## src/hee_pkg.sv

```systemverilog
// Shared types, character codes and entity lookup functions for the HTML entity escaper.
// No dependencies.
package hee_pkg;

    localparam int unsigned LEN_W = 3;

    localparam logic [7:0] CHAR_NUL   = 8'h00;
    localparam logic [7:0] CHAR_QUOT  = 8'h22;
    localparam logic [7:0] CHAR_AMP   = 8'h26;
    localparam logic [7:0] CHAR_SEMI  = 8'h3B;
    localparam logic [7:0] CHAR_LT    = 8'h3C;
    localparam logic [7:0] CHAR_GT    = 8'h3E;
    localparam logic [7:0] CHAR_A     = 8'h61;
    localparam logic [7:0] CHAR_G     = 8'h67;
    localparam logic [7:0] CHAR_L     = 8'h6C;
    localparam logic [7:0] CHAR_M     = 8'h6D;
    localparam logic [7:0] CHAR_O     = 8'h6F;
    localparam logic [7:0] CHAR_P     = 8'h70;
    localparam logic [7:0] CHAR_Q     = 8'h71;
    localparam logic [7:0] CHAR_T     = 8'h74;
    localparam logic [7:0] CHAR_U     = 8'h75;

    localparam logic [15:0] CAPACITY_RESET = 16'd2048;

    typedef enum logic [2:0] {
        KIND_BYTE = 3'd0,
        KIND_QUOT = 3'd1,
        KIND_AMP  = 3'd2,
        KIND_LT   = 3'd3,
        KIND_GT   = 3'd4
    } kind_t;

    // One accepted item handed from the classifier to the expander.
    typedef struct packed {
        logic             valid;
        kind_t            kind;
        logic [7:0]       raw;
        logic [LEN_W-1:0] len;
    } hee_job_t;

    function automatic kind_t classify_byte(input logic [7:0] b);
        kind_t k;
        case (b)
            CHAR_QUOT: k = KIND_QUOT;
            CHAR_AMP:  k = KIND_AMP;
            CHAR_LT:   k = KIND_LT;
            CHAR_GT:   k = KIND_GT;
            default:   k = KIND_BYTE;
        endcase
        return k;
    endfunction

    function automatic logic [LEN_W-1:0] kind_len(input kind_t k);
        logic [LEN_W-1:0] n;
        case (k)
            KIND_QUOT: n = 3'd6;
            KIND_AMP:  n = 3'd5;
            KIND_LT:   n = 3'd4;
            KIND_GT:   n = 3'd4;
            default:   n = 3'd1;
        endcase
        return n;
    endfunction

    function automatic logic [7:0] entity_char(input kind_t k, input logic [LEN_W-1:0] idx,
                                               input logic [7:0] raw);
        logic [7:0] c;
        c = CHAR_SEMI;
        case (k)
            KIND_QUOT: begin
                case (idx)
                    3'd0:    c = CHAR_AMP;
                    3'd1:    c = CHAR_Q;
                    3'd2:    c = CHAR_U;
                    3'd3:    c = CHAR_O;
                    3'd4:    c = CHAR_T;
                    default: c = CHAR_SEMI;
                endcase
            end
            KIND_AMP: begin
                case (idx)
                    3'd0:    c = CHAR_AMP;
                    3'd1:    c = CHAR_A;
                    3'd2:    c = CHAR_M;
                    3'd3:    c = CHAR_P;
                    default: c = CHAR_SEMI;
                endcase
            end
            KIND_LT: begin
                case (idx)
                    3'd0:    c = CHAR_AMP;
                    3'd1:    c = CHAR_L;
                    3'd2:    c = CHAR_T;
                    default: c = CHAR_SEMI;
                endcase
            end
            KIND_GT: begin
                case (idx)
                    3'd0:    c = CHAR_AMP;
                    3'd1:    c = CHAR_G;
                    3'd2:    c = CHAR_T;
                    default: c = CHAR_SEMI;
                endcase
            end
            default: c = raw;
        endcase
        return c;
    endfunction

endpackage

```

## src/hee_classify.sv

```systemverilog
// Classifier for the HTML entity escaper: picks the entity, checks room and tracks position.
// Depends on hee_pkg.
module hee_classify (
    input  logic              aclk,
    input  logic              aresetn,
    input  logic              in_valid,
    input  logic [7:0]        in_byte,
    input  logic [15:0]       capacity,
    input  logic              take,
    output logic              consume,
    output hee_pkg::hee_job_t job
);

    logic [15:0]                wpos_reg;
    logic [15:0]                wpos_next;
    hee_pkg::kind_t             kind;
    logic [hee_pkg::LEN_W-1:0] len;
    logic [16:0]                need;
    logic                       fits;
    logic                       is_nul;

    assign kind    = hee_pkg::classify_byte(in_byte);
    assign len     = hee_pkg::kind_len(kind);
    assign need    = {1'b0, wpos_reg} + {14'd0, len} + 17'd1;
    assign fits    = need <= {1'b0, capacity};
    assign is_nul  = in_byte == hee_pkg::CHAR_NUL;
    assign consume = in_valid && take;

    always_comb begin
        job.valid = consume && !is_nul && fits;
        job.kind  = kind;
        job.raw   = in_byte;
        job.len   = len;
    end

    always_comb begin
        wpos_next = wpos_reg;
        if (consume) begin
            if (is_nul) begin
                wpos_next = 16'd0;
            end else if (fits) begin
                wpos_next = need[15:0] - 16'd1;
            end
        end
    end

    always_ff @(posedge aclk) begin
        if (!aresetn) begin
            wpos_reg <= 16'd0;
        end else begin
            wpos_reg <= wpos_next;
        end
    end

endmodule

```

## src/hee_expand.sv

```systemverilog
// Expander for the HTML entity escaper: steps through an entity and holds the output register.
// Depends on hee_pkg.
module hee_expand (
    input  logic              aclk,
    input  logic              aresetn,
    input  hee_pkg::hee_job_t job,
    output logic              take,
    output logic              m_valid,
    input  logic              m_ready,
    output logic [7:0]        m_out_byte,
    output logic              m_run_last
);

    logic                       active_reg;
    logic                       active_next;
    hee_pkg::kind_t             kind_reg;
    hee_pkg::kind_t             kind_next;
    logic [7:0]                 raw_reg;
    logic [7:0]                 raw_next;
    logic [hee_pkg::LEN_W-1:0] len_reg;
    logic [hee_pkg::LEN_W-1:0] len_next;
    logic [hee_pkg::LEN_W-1:0] idx_reg;
    logic [hee_pkg::LEN_W-1:0] idx_next;
    logic                       valid_reg;
    logic                       valid_next;
    logic [7:0]                 byte_reg;
    logic [7:0]                 byte_next;
    logic                       last_reg;
    logic                       last_next;
    logic                       out_load;
    logic                       at_last;

    assign out_load = !valid_reg || m_ready;
    assign at_last  = idx_reg == (len_reg - 3'd1);
    assign take     = !active_reg || (out_load && at_last);

    always_comb begin
        active_next = active_reg;
        kind_next   = kind_reg;
        raw_next    = raw_reg;
        len_next    = len_reg;
        idx_next    = idx_reg;
        valid_next  = valid_reg;
        byte_next   = byte_reg;
        last_next   = last_reg;
        if (out_load) begin
            valid_next = active_reg;
            byte_next  = hee_pkg::entity_char(kind_reg, idx_reg, raw_reg);
            last_next  = at_last;
        end
        if (take) begin
            active_next = job.valid;
            kind_next   = job.kind;
            raw_next    = job.raw;
            len_next    = job.len;
            idx_next    = '0;
        end else if (out_load) begin
            idx_next = idx_reg + 3'd1;
        end
    end

    always_ff @(posedge aclk) begin
        if (!aresetn) begin
            active_reg <= 1'b0;
            valid_reg  <= 1'b0;
        end else begin
            active_reg <= active_next;
            valid_reg  <= valid_next;
        end
        kind_reg <= kind_next;
        raw_reg  <= raw_next;
        len_reg  <= len_next;
        idx_reg  <= idx_next;
        byte_reg <= byte_next;
        last_reg <= last_next;
    end

    assign m_valid    = valid_reg;
    assign m_out_byte = byte_reg;
    assign m_run_last = last_reg;

endmodule

```

## src/html_entity_escaper.sv

```systemverilog
// Top level of the HTML entity escaper: input register, capacity register, classifier, expander.
// Depends on hee_pkg, hee_classify and hee_expand.
//
//  Channel   Ports                               Direction  Word
//  input     s_valid s_ready s_in_byte           in         one text byte
//  result    m_valid m_ready m_out_byte m_run_last out      one escaped byte
//  config    cfg_wr_en cfg_wr_data               in         capacity, written at once
//
// Bytes passed through stream at one word per cycle while the result side accepts every word.
// An entity holds the expander until all of its four to six output bytes are loaded.
// An accepted byte passes the input register, the expander job registers and the output register.
// Reset clears the write position, sets capacity to 2048 and empties all stages.
// A stall on the result side backs up through the expander to s_ready.
module html_entity_escaper (
    input  logic        aclk,
    input  logic        aresetn,
    input  logic        s_valid,
    output logic        s_ready,
    input  logic [7:0]  s_in_byte,
    output logic        m_valid,
    input  logic        m_ready,
    output logic [7:0]  m_out_byte,
    output logic        m_run_last,
    input  logic        cfg_wr_en,
    input  logic [15:0] cfg_wr_data
);

    logic              in_valid_reg;
    logic              in_valid_next;
    logic [7:0]        in_byte_reg;
    logic [7:0]        in_byte_next;
    logic [15:0]       capacity_reg;
    logic [15:0]       capacity_next;
    logic              take;
    logic              consume;
    hee_pkg::hee_job_t job;

    assign s_ready = !in_valid_reg || consume;

    always_comb begin
        in_valid_next = in_valid_reg;
        in_byte_next  = in_byte_reg;
        if (s_ready) begin
            in_valid_next = s_valid;
            in_byte_next  = s_in_byte;
        end
        capacity_next = cfg_wr_en ? cfg_wr_data : capacity_reg;
    end

    always_ff @(posedge aclk) begin
        if (!aresetn) begin
            in_valid_reg <= 1'b0;
            capacity_reg <= hee_pkg::CAPACITY_RESET;
        end else begin
            in_valid_reg <= in_valid_next;
            capacity_reg <= capacity_next;
        end
        in_byte_reg <= in_byte_next;
    end

    hee_classify u_classify (
        .aclk     (aclk),
        .aresetn  (aresetn),
        .in_valid (in_valid_reg),
        .in_byte  (in_byte_reg),
        .capacity (capacity_reg),
        .take     (take),
        .consume  (consume),
        .job      (job)
    );

    hee_expand u_expand (
        .aclk       (aclk),
        .aresetn    (aresetn),
        .job        (job),
        .take       (take),
        .m_valid    (m_valid),
        .m_ready    (m_ready),
        .m_out_byte (m_out_byte),
        .m_run_last (m_run_last)
    );

endmodule

```

## config.mk

```make
export PLATFORM = sky130hd
export DESIGN_NAME = html_entity_escaper
export DESIGN_NICKNAME = d
export VERILOG_FILES = /design/src/hee_pkg.sv /design/src/hee_classify.sv /design/src/hee_expand.sv /design/src/html_entity_escaper.sv
export SDC_FILE = /design/constraint.sdc
export NUM_CORES = 1
export LEC_CHECK = 0
export ABC_AREA = 1
export BUFFER_PORTS_ARGS = -buffer_cell sky130_fd_sc_hd__buf_4
export CAP_MARGIN = 20
export CORE_UTILIZATION = 40
export DETAILED_ROUTE_END_ITERATION = 8
export GPL_ROUTABILITY_DRIVEN = 0
export PLACE_DENSITY = 0.61
export SYNTH_ARGS = -nofsm -noshare
export SYNTH_HDL_FRONTEND = slang
export SYNTH_SLANG_ARGS = --single-unit
export TNS_END_PERCENT = 5
```

## constraint.sdc

```tcl
create_clock -name aclk -period 3.8 [get_ports aclk]
set_input_delay 0.19 -clock aclk [delete_from_list [all_inputs] [get_ports aclk]]
set_output_delay 0.19 -clock aclk [all_outputs]
set_load 0.01 [all_outputs]
```

# Word level (Yosys, flattened, before mapping)
# Index checks and enable logic that the tools add are counted.
# W data, S select, Z words.
[totals] reg_bits=69 in_bits=29 output_inout_bits=11 elab_cells=60
[classes] add_sub_neg=5 magnitude_cmp=1 eq_ne=17 muxes=9 n_reduce_logical=16
[ops] op="$pmux W7 S3" count=2
[ops] op="$pmux W7 S5" count=1
[ops] op="$eq A8 B6 Y1 const B" count=4
[ops] op="$mux W16" count=2
[ops] op="$pmux W8 S4" count=1
[ops] op="$pmux W7 S4" count=1
[ops] op="$eq A3 B2 Y1 const B" count=6
[ops] op="$add A16 B3 Y17" count=1
[ops] op="$add A17 B1 Y17 const B" count=1
[ops] op="$le A17 B16 Y1" count=1
[ops] op="$sub A16 B1 Y16 const B" count=1
[ops] op="$pmux W3 S4" count=1
[ops] op="$eq A3 B1 Y1 const B" count=3
[ops] op="$eq A3 B3 Y1 const B" count=3
[ops] op="$pmux W3 S3" count=1
[ops] op="$logic_not A8 Y1" count=1
[ops] op="$logic_and A1 B1 Y1" count=4
[ops] op="$logic_not A1 Y1" count=4
[ops] op="$add A3 B1 Y3 const B" count=1
[ops] op="$eq A3 B3 Y1" count=1
[ops] op="$logic_not A3 Y1" count=1
[ops] op="$logic_or A1 B1 Y1" count=3
[ops] op="$sub A3 B1 Y3 const B" count=1
[ops] op="$reduce_and A2 Y1" count=1
[ops] op="other kinds (2)" count=2

# Depth between registers and ports, before layout
[logic_depth] depth_word=10 mapped_depth=35 ltp_nobuf=34

# By module
# Synthesis repeated with hierarchy kept, for this count alone.
[hier_totals] cells_unflattened=604 hier_area_um2=4486.8
[by_module_without_submodules] mod="hee_classify" instances=1 cells_per_inst=367 area_per_inst_um2=2189.6 seq_area_each_um2=320.3
[by_module_without_submodules] mod="hee_expand" instances=1 cells_per_inst=155 area_per_inst_um2=1468.9 seq_area_each_um2=790.8
[by_module_without_submodules] mod="html_entity_escaper" instances=1 cells_per_inst=82 area_per_inst_um2=828.3 seq_area_each_um2=580.6

# Worst setup path after synthesis
# No wires, ideal clock.
[synth_timing] path_kind="reg2reg" startpoint="reg in_byte_reg[1]" endpoint="reg u_classify.wpos_reg[5]" setup_ns=0.132 arrival_ns=3.491 required_ns=3.668 path_slack_ns=0.177 path_stages_with_launch=35 path_buffers=1 period_less_slack_ns=3.623 path_cell_list="edfxtp_1 -> inv_1 -> nor2_1 -> inv_1 -> nor4_1 -> inv_1 -> nor2_1 -> inv_1 -> nand2_1 -> nor2_1 -> inv_1 -> ha_1 -> fa_1 -> inv_1 -> nand3_2 -> nand2_2 -> nand2_2 -> o21ai_4 -> inv_1 -> ha_1 -> nand2_1 -> inv_1 -> a21oi_1 -> nand2_1 -> nand2_1 -> nand2_1 -> nand2_1 -> nand2_1 -> nand2_1 -> nand2_2 -> nand3_1 -> nand2_2 -> buf_6 -> nand2_1 -> a21oi_1"
[synth_lines] item="start: declaration" line="html_entity_escaper.sv:30" source="logic [7:0] in_byte_reg;"
[synth_lines] item="start signal: assignment" line="html_entity_escaper.sv:58" source="in_byte_reg <= in_byte_next;"
[synth_lines] item="end signal: assignment" line="hee_classify.sv:51" source="wpos_reg <= wpos_next;"
[synth_lines] item="end: declaration" line="hee_classify.sv:14" source="logic [15:0] wpos_reg;"

==> flow_metrics.env <==
export IMPL_n_antenna_cell=0
export IMPL_vias=4009
export IMPL_fmax_ghz=0.2600
export IMPL_ys_warn_count=0
export IMPL_setup_viol=15
export IMPL_die_area_sq_um=11530
export IMPL_syn_inst=593
export IMPL_postSynth_asyncResetShare=0
export IMPL_drtAntennaViolNets=0
export IMPL_critPathKind="flop to flop"
export IMPL_io_pins=40
export IMPL_syn_cell_area_sq_um=4443
export IMPL_hold_viol_final=0
export IMPL_ys_seq_area_frac=0.3807
export IMPL_num_rows=38
export IMPL_die_x_um=107.4
export IMPL_antenna_found_initial=0
export IMPL_core_area_sq_um=10840
export IMPL_status="complete, but fails checks"
export IMPL_violations="negative setup slack"
export IMPL_synth_edff_count=31
export IMPL_crit_slowest_cell="edfxtp_1"
export IMPL_synth_area_leaders="edfxtp_1 (21%), dfxtp_1 (17%), nand2_1 (12%)"
export IMPL_dp_cells=789
export IMPL_grt_pass1_wl_mm=17.28
export IMPL_grt_pass1_vias=3891
export IMPL_synth_top_cell_area_share=0.2095
export IMPL_clock_latency_ns=0.35
export IMPL_cp_required_ns=4.06
export IMPL_ys_ff_latch=69
export IMPL_slew_headroom=0.4610
export IMPL_layout_nets=729
export IMPL_path_cells="nor2_2 -> nand2_2 -> nor4_2 -> inv_1 -> nor2_2 -> inv_2 -> buf_6 -> fa_2 -> inv_2 -> nand3_4 -> nand2_8 -> nand2_8 -> o21ai_4 -> inv_2 -> ha_4 -> nand4_1 -> nor3_2 -> nand3_1 -> nor2_1 -> nand3_2 -> a21boi_4 -> buf_6 -> nand2_1 -> a21oi_1"
export IMPL_area_growth_pct=26.75
export IMPL_drive_gt1_frac=0.2817
export IMPL_leakage_uw=0.002610
export IMPL_hp_class="input pin to flop"
export IMPL_endpoint_kind="flop"
export IMPL_grt_overflow=0
export IMPL_via_per_inst=4.901
export IMPL_critPathMaxStageDelay_ns=0.40
export IMPL_wire_per_inst_um=12.94
export IMPL_fin_crit_ns=3.847
export IMPL_critPathLaunchType="flop"
export IMPL_power_density_nw_per_um2=302.7
export IMPL_maxCapViolCount=0
export IMPL_avgSynthCellArea_sq_um=7.492
export IMPL_synth_flop_cell="dfxtp_1"
export IMPL_path_buf_inv=6
export IMPL_io_buffer_count=39
export IMPL_cts_tree="built"
export IMPL_post_route_period_util=1.012
export IMPL_drc=0
export IMPL_stdcell_count=818
export IMPL_arrival_ns=4.11
export IMPL_start_util=0.4099
export IMPL_die_height_um=107.4
export IMPL_dr_pass1_iters=5
export IMPL_synth_fp_nets=649
export IMPL_ys_types=41
export IMPL_clkTransAtPathRegs_ns=0.07
export IMPL_cts_sinks=69
export IMPL_worstMarginPinSlew_ns=0.8076
export IMPL_synth_largest_area_cell="edfxtp_1"
export IMPL_cts_buffer_depth=2
export IMPL_grtUsageTotal=0.1939
export IMPL_fin_util=0.5195
export IMPL_crit_fanout=7
export IMPL_drtIter0Drc=206
export IMPL_totalWireLength_mm=10.59
export IMPL_cts_root_buf="clkbuf_8"
export IMPL_dp_hpwl_mm=7.901
export IMPL_clock_skew_ns=0.008037
export IMPL_cts_htree_levels=3
export IMPL_rsz0062_at_grt="yes"
export IMPL_slew_violations=0
export IMPL_cp_top_family="simple AND/OR/NAND/NOR gates"
export IMPL_vdd_drop_max_mv=0.1848
export IMPL_cpMostUsedCell="inv_2"
export IMPL_grt_max_degree=30
export IMPL_setup_slack_ns=-0.04687
export IMPL_cts_buffers_inserted=9
export IMPL_r2r_setup_slack_ns=-0.05
[kinds of logic (layout without fill, tap and decap cells)]
family,Yosys count,in the layout,share of synthesized area
fa+ha+maj,27,27,0.07772
xor+xnor,11,11,0.02338
compound gates,83,83,0.1048
simple gates,288,289,0.3103
buf+inv,115,199,0.1031
flops,69,69,0.3807
[per-stage QoR]
| stage | cell area, sq um | power, uW | worst slack [ns] | hold slack [ns] | setup TNS (ns) |
|---|---|---|---|---|---|
| floorplan | 4443 | 994.2 | 0.1771 | 0.2889 | 0 |
| global placement | 5062 | 1079 | -0.2015 | 0.3686 | -2.940 |
| detailed placement | 5062 | 1085 | -0.3161 | 0.3694 | -4.769 |
| CTS | 5518 | 1717 | -0.01989 | 0.001305 | -0.1019 |
| global route | 5632 | 1788 | -0.2987 | 0.0003451 | -4.598 |
| finish | 5632 | 1705 | -0.04687 | 0.02000 | -0.3327 |
[power by group]
part / total, uW / switching [uW] / internal (uW) / leakage [uW]
Clock: 605 / 300 / 305 / 0.0000996
Combinational: 261 / 145 / 116 / 0.00187
Sequential: 838 / 19.9 / 818 / 0.000643
Total: 1700 / 466 / 1240 / 0.00261
[area by class of cell]
cell class	count	area (sq um)
timing repair buffer	78	599.3
sequential	69	1692
clock buffer	9	123.9
inverter	105	394.1
tap	140	175.2
fill	1049	5209
multi-input combinational	410	2574
clock inverter	7	73.82
[timing repair]
| action | 4_1_cts | 5_1_grt |
|---|---|---|
| cloned | 2 | 0 |
| resized for setup | 37 | 28 |
| setup buffers | 9 | 3 |
| pin swaps | 27 | 21 |
| endpoints found under the setup margin | 17 | 17 |
| hold buffers | 0 | 1 |
| hold endpoints to repair | 0 | 1 |
[placed cells by master, fill, tap and decap left out, types with 2 or more instances in the layout]
master	Yosys	routed
edfxtp_1	31	31
clkinv_2	0	2
clkbuf_8	0	9
buf_4	3	74
nand2_2	20	30
nand3b_1	2	2
nand2_1	142	126
xor2_1	8	8
o21ai_0	30	30
buf_6	2	3
nor2_1	41	37
nand2_4	3	7
nand2_8	0	3
nor3_1	4	3
nor2_2	3	6
nor2_4	8	9
nor3_2	1	2
nand3_1	35	32
a22oi_1	2	2
clkinv_4	0	2
nand3_4	1	3
ha_1	26	19
inv_2	6	12
ha_4	0	7
dfxtp_1	38	38
xnor2_1	2	2
nand3_2	3	4
nand4_1	19	19
a21oi_2	2	9
inv_1	99	93
a21oi_1	42	35
[cells in the mapped netlist (4+ instances only)]
cell type	count
nand3_1	35
o21ai_0	30
nor2_4	8
inv_1	99
nand4_1	19
nand2_2	20
ha_1	26
clkbuf_1	5
nand2_1	142
dfxtp_1	38
nor2_1	41
inv_2	6
a21oi_1	42
nor3_1	4
edfxtp_1	31
xor2_1	8
[worst reg2reg max path, delay by kind of cell, from the launching register on]
kind / cells / cell delay, ns
adders and majority gates: 2 / 0.66
DFF: 1 / 0.40
buffers and inverters: 6 / 0.59
AOI/OAI and AO/OA: 3 / 0.51
and+or+nand+nor: 13 / 1.61
[metal layers]
layer  up-vias  track usage  part of all wire
li1       2073            -                 -
met1      1810       0.2099              0.41
met2       104       0.3599              0.51
met3        22      0.04177             0.040
met4         0      0.08611             0.033
met5         -            0                 0
[path summary, 6_finish.rpt]
path                                                        from                             endpoint  depth (start not counted)
worst max-delay path                    in_byte_reg[6]$_DFFE_PP_  u_classify.wpos_reg[2]$_SDFFE_PN0P_                         24
worst min-delay path                                s_in_byte[5]             in_byte_reg[5]$_DFFE_PP_                          1
worst max register to register          in_byte_reg[6]$_DFFE_PP_  u_classify.wpos_reg[2]$_SDFFE_PN0P_                         24
worst min register to register  u_expand.active_reg$_SDFFE_PN0N_        u_expand.m_valid$_SDFFE_PN0P_                          2
Power figures use the tool's default switching activity.
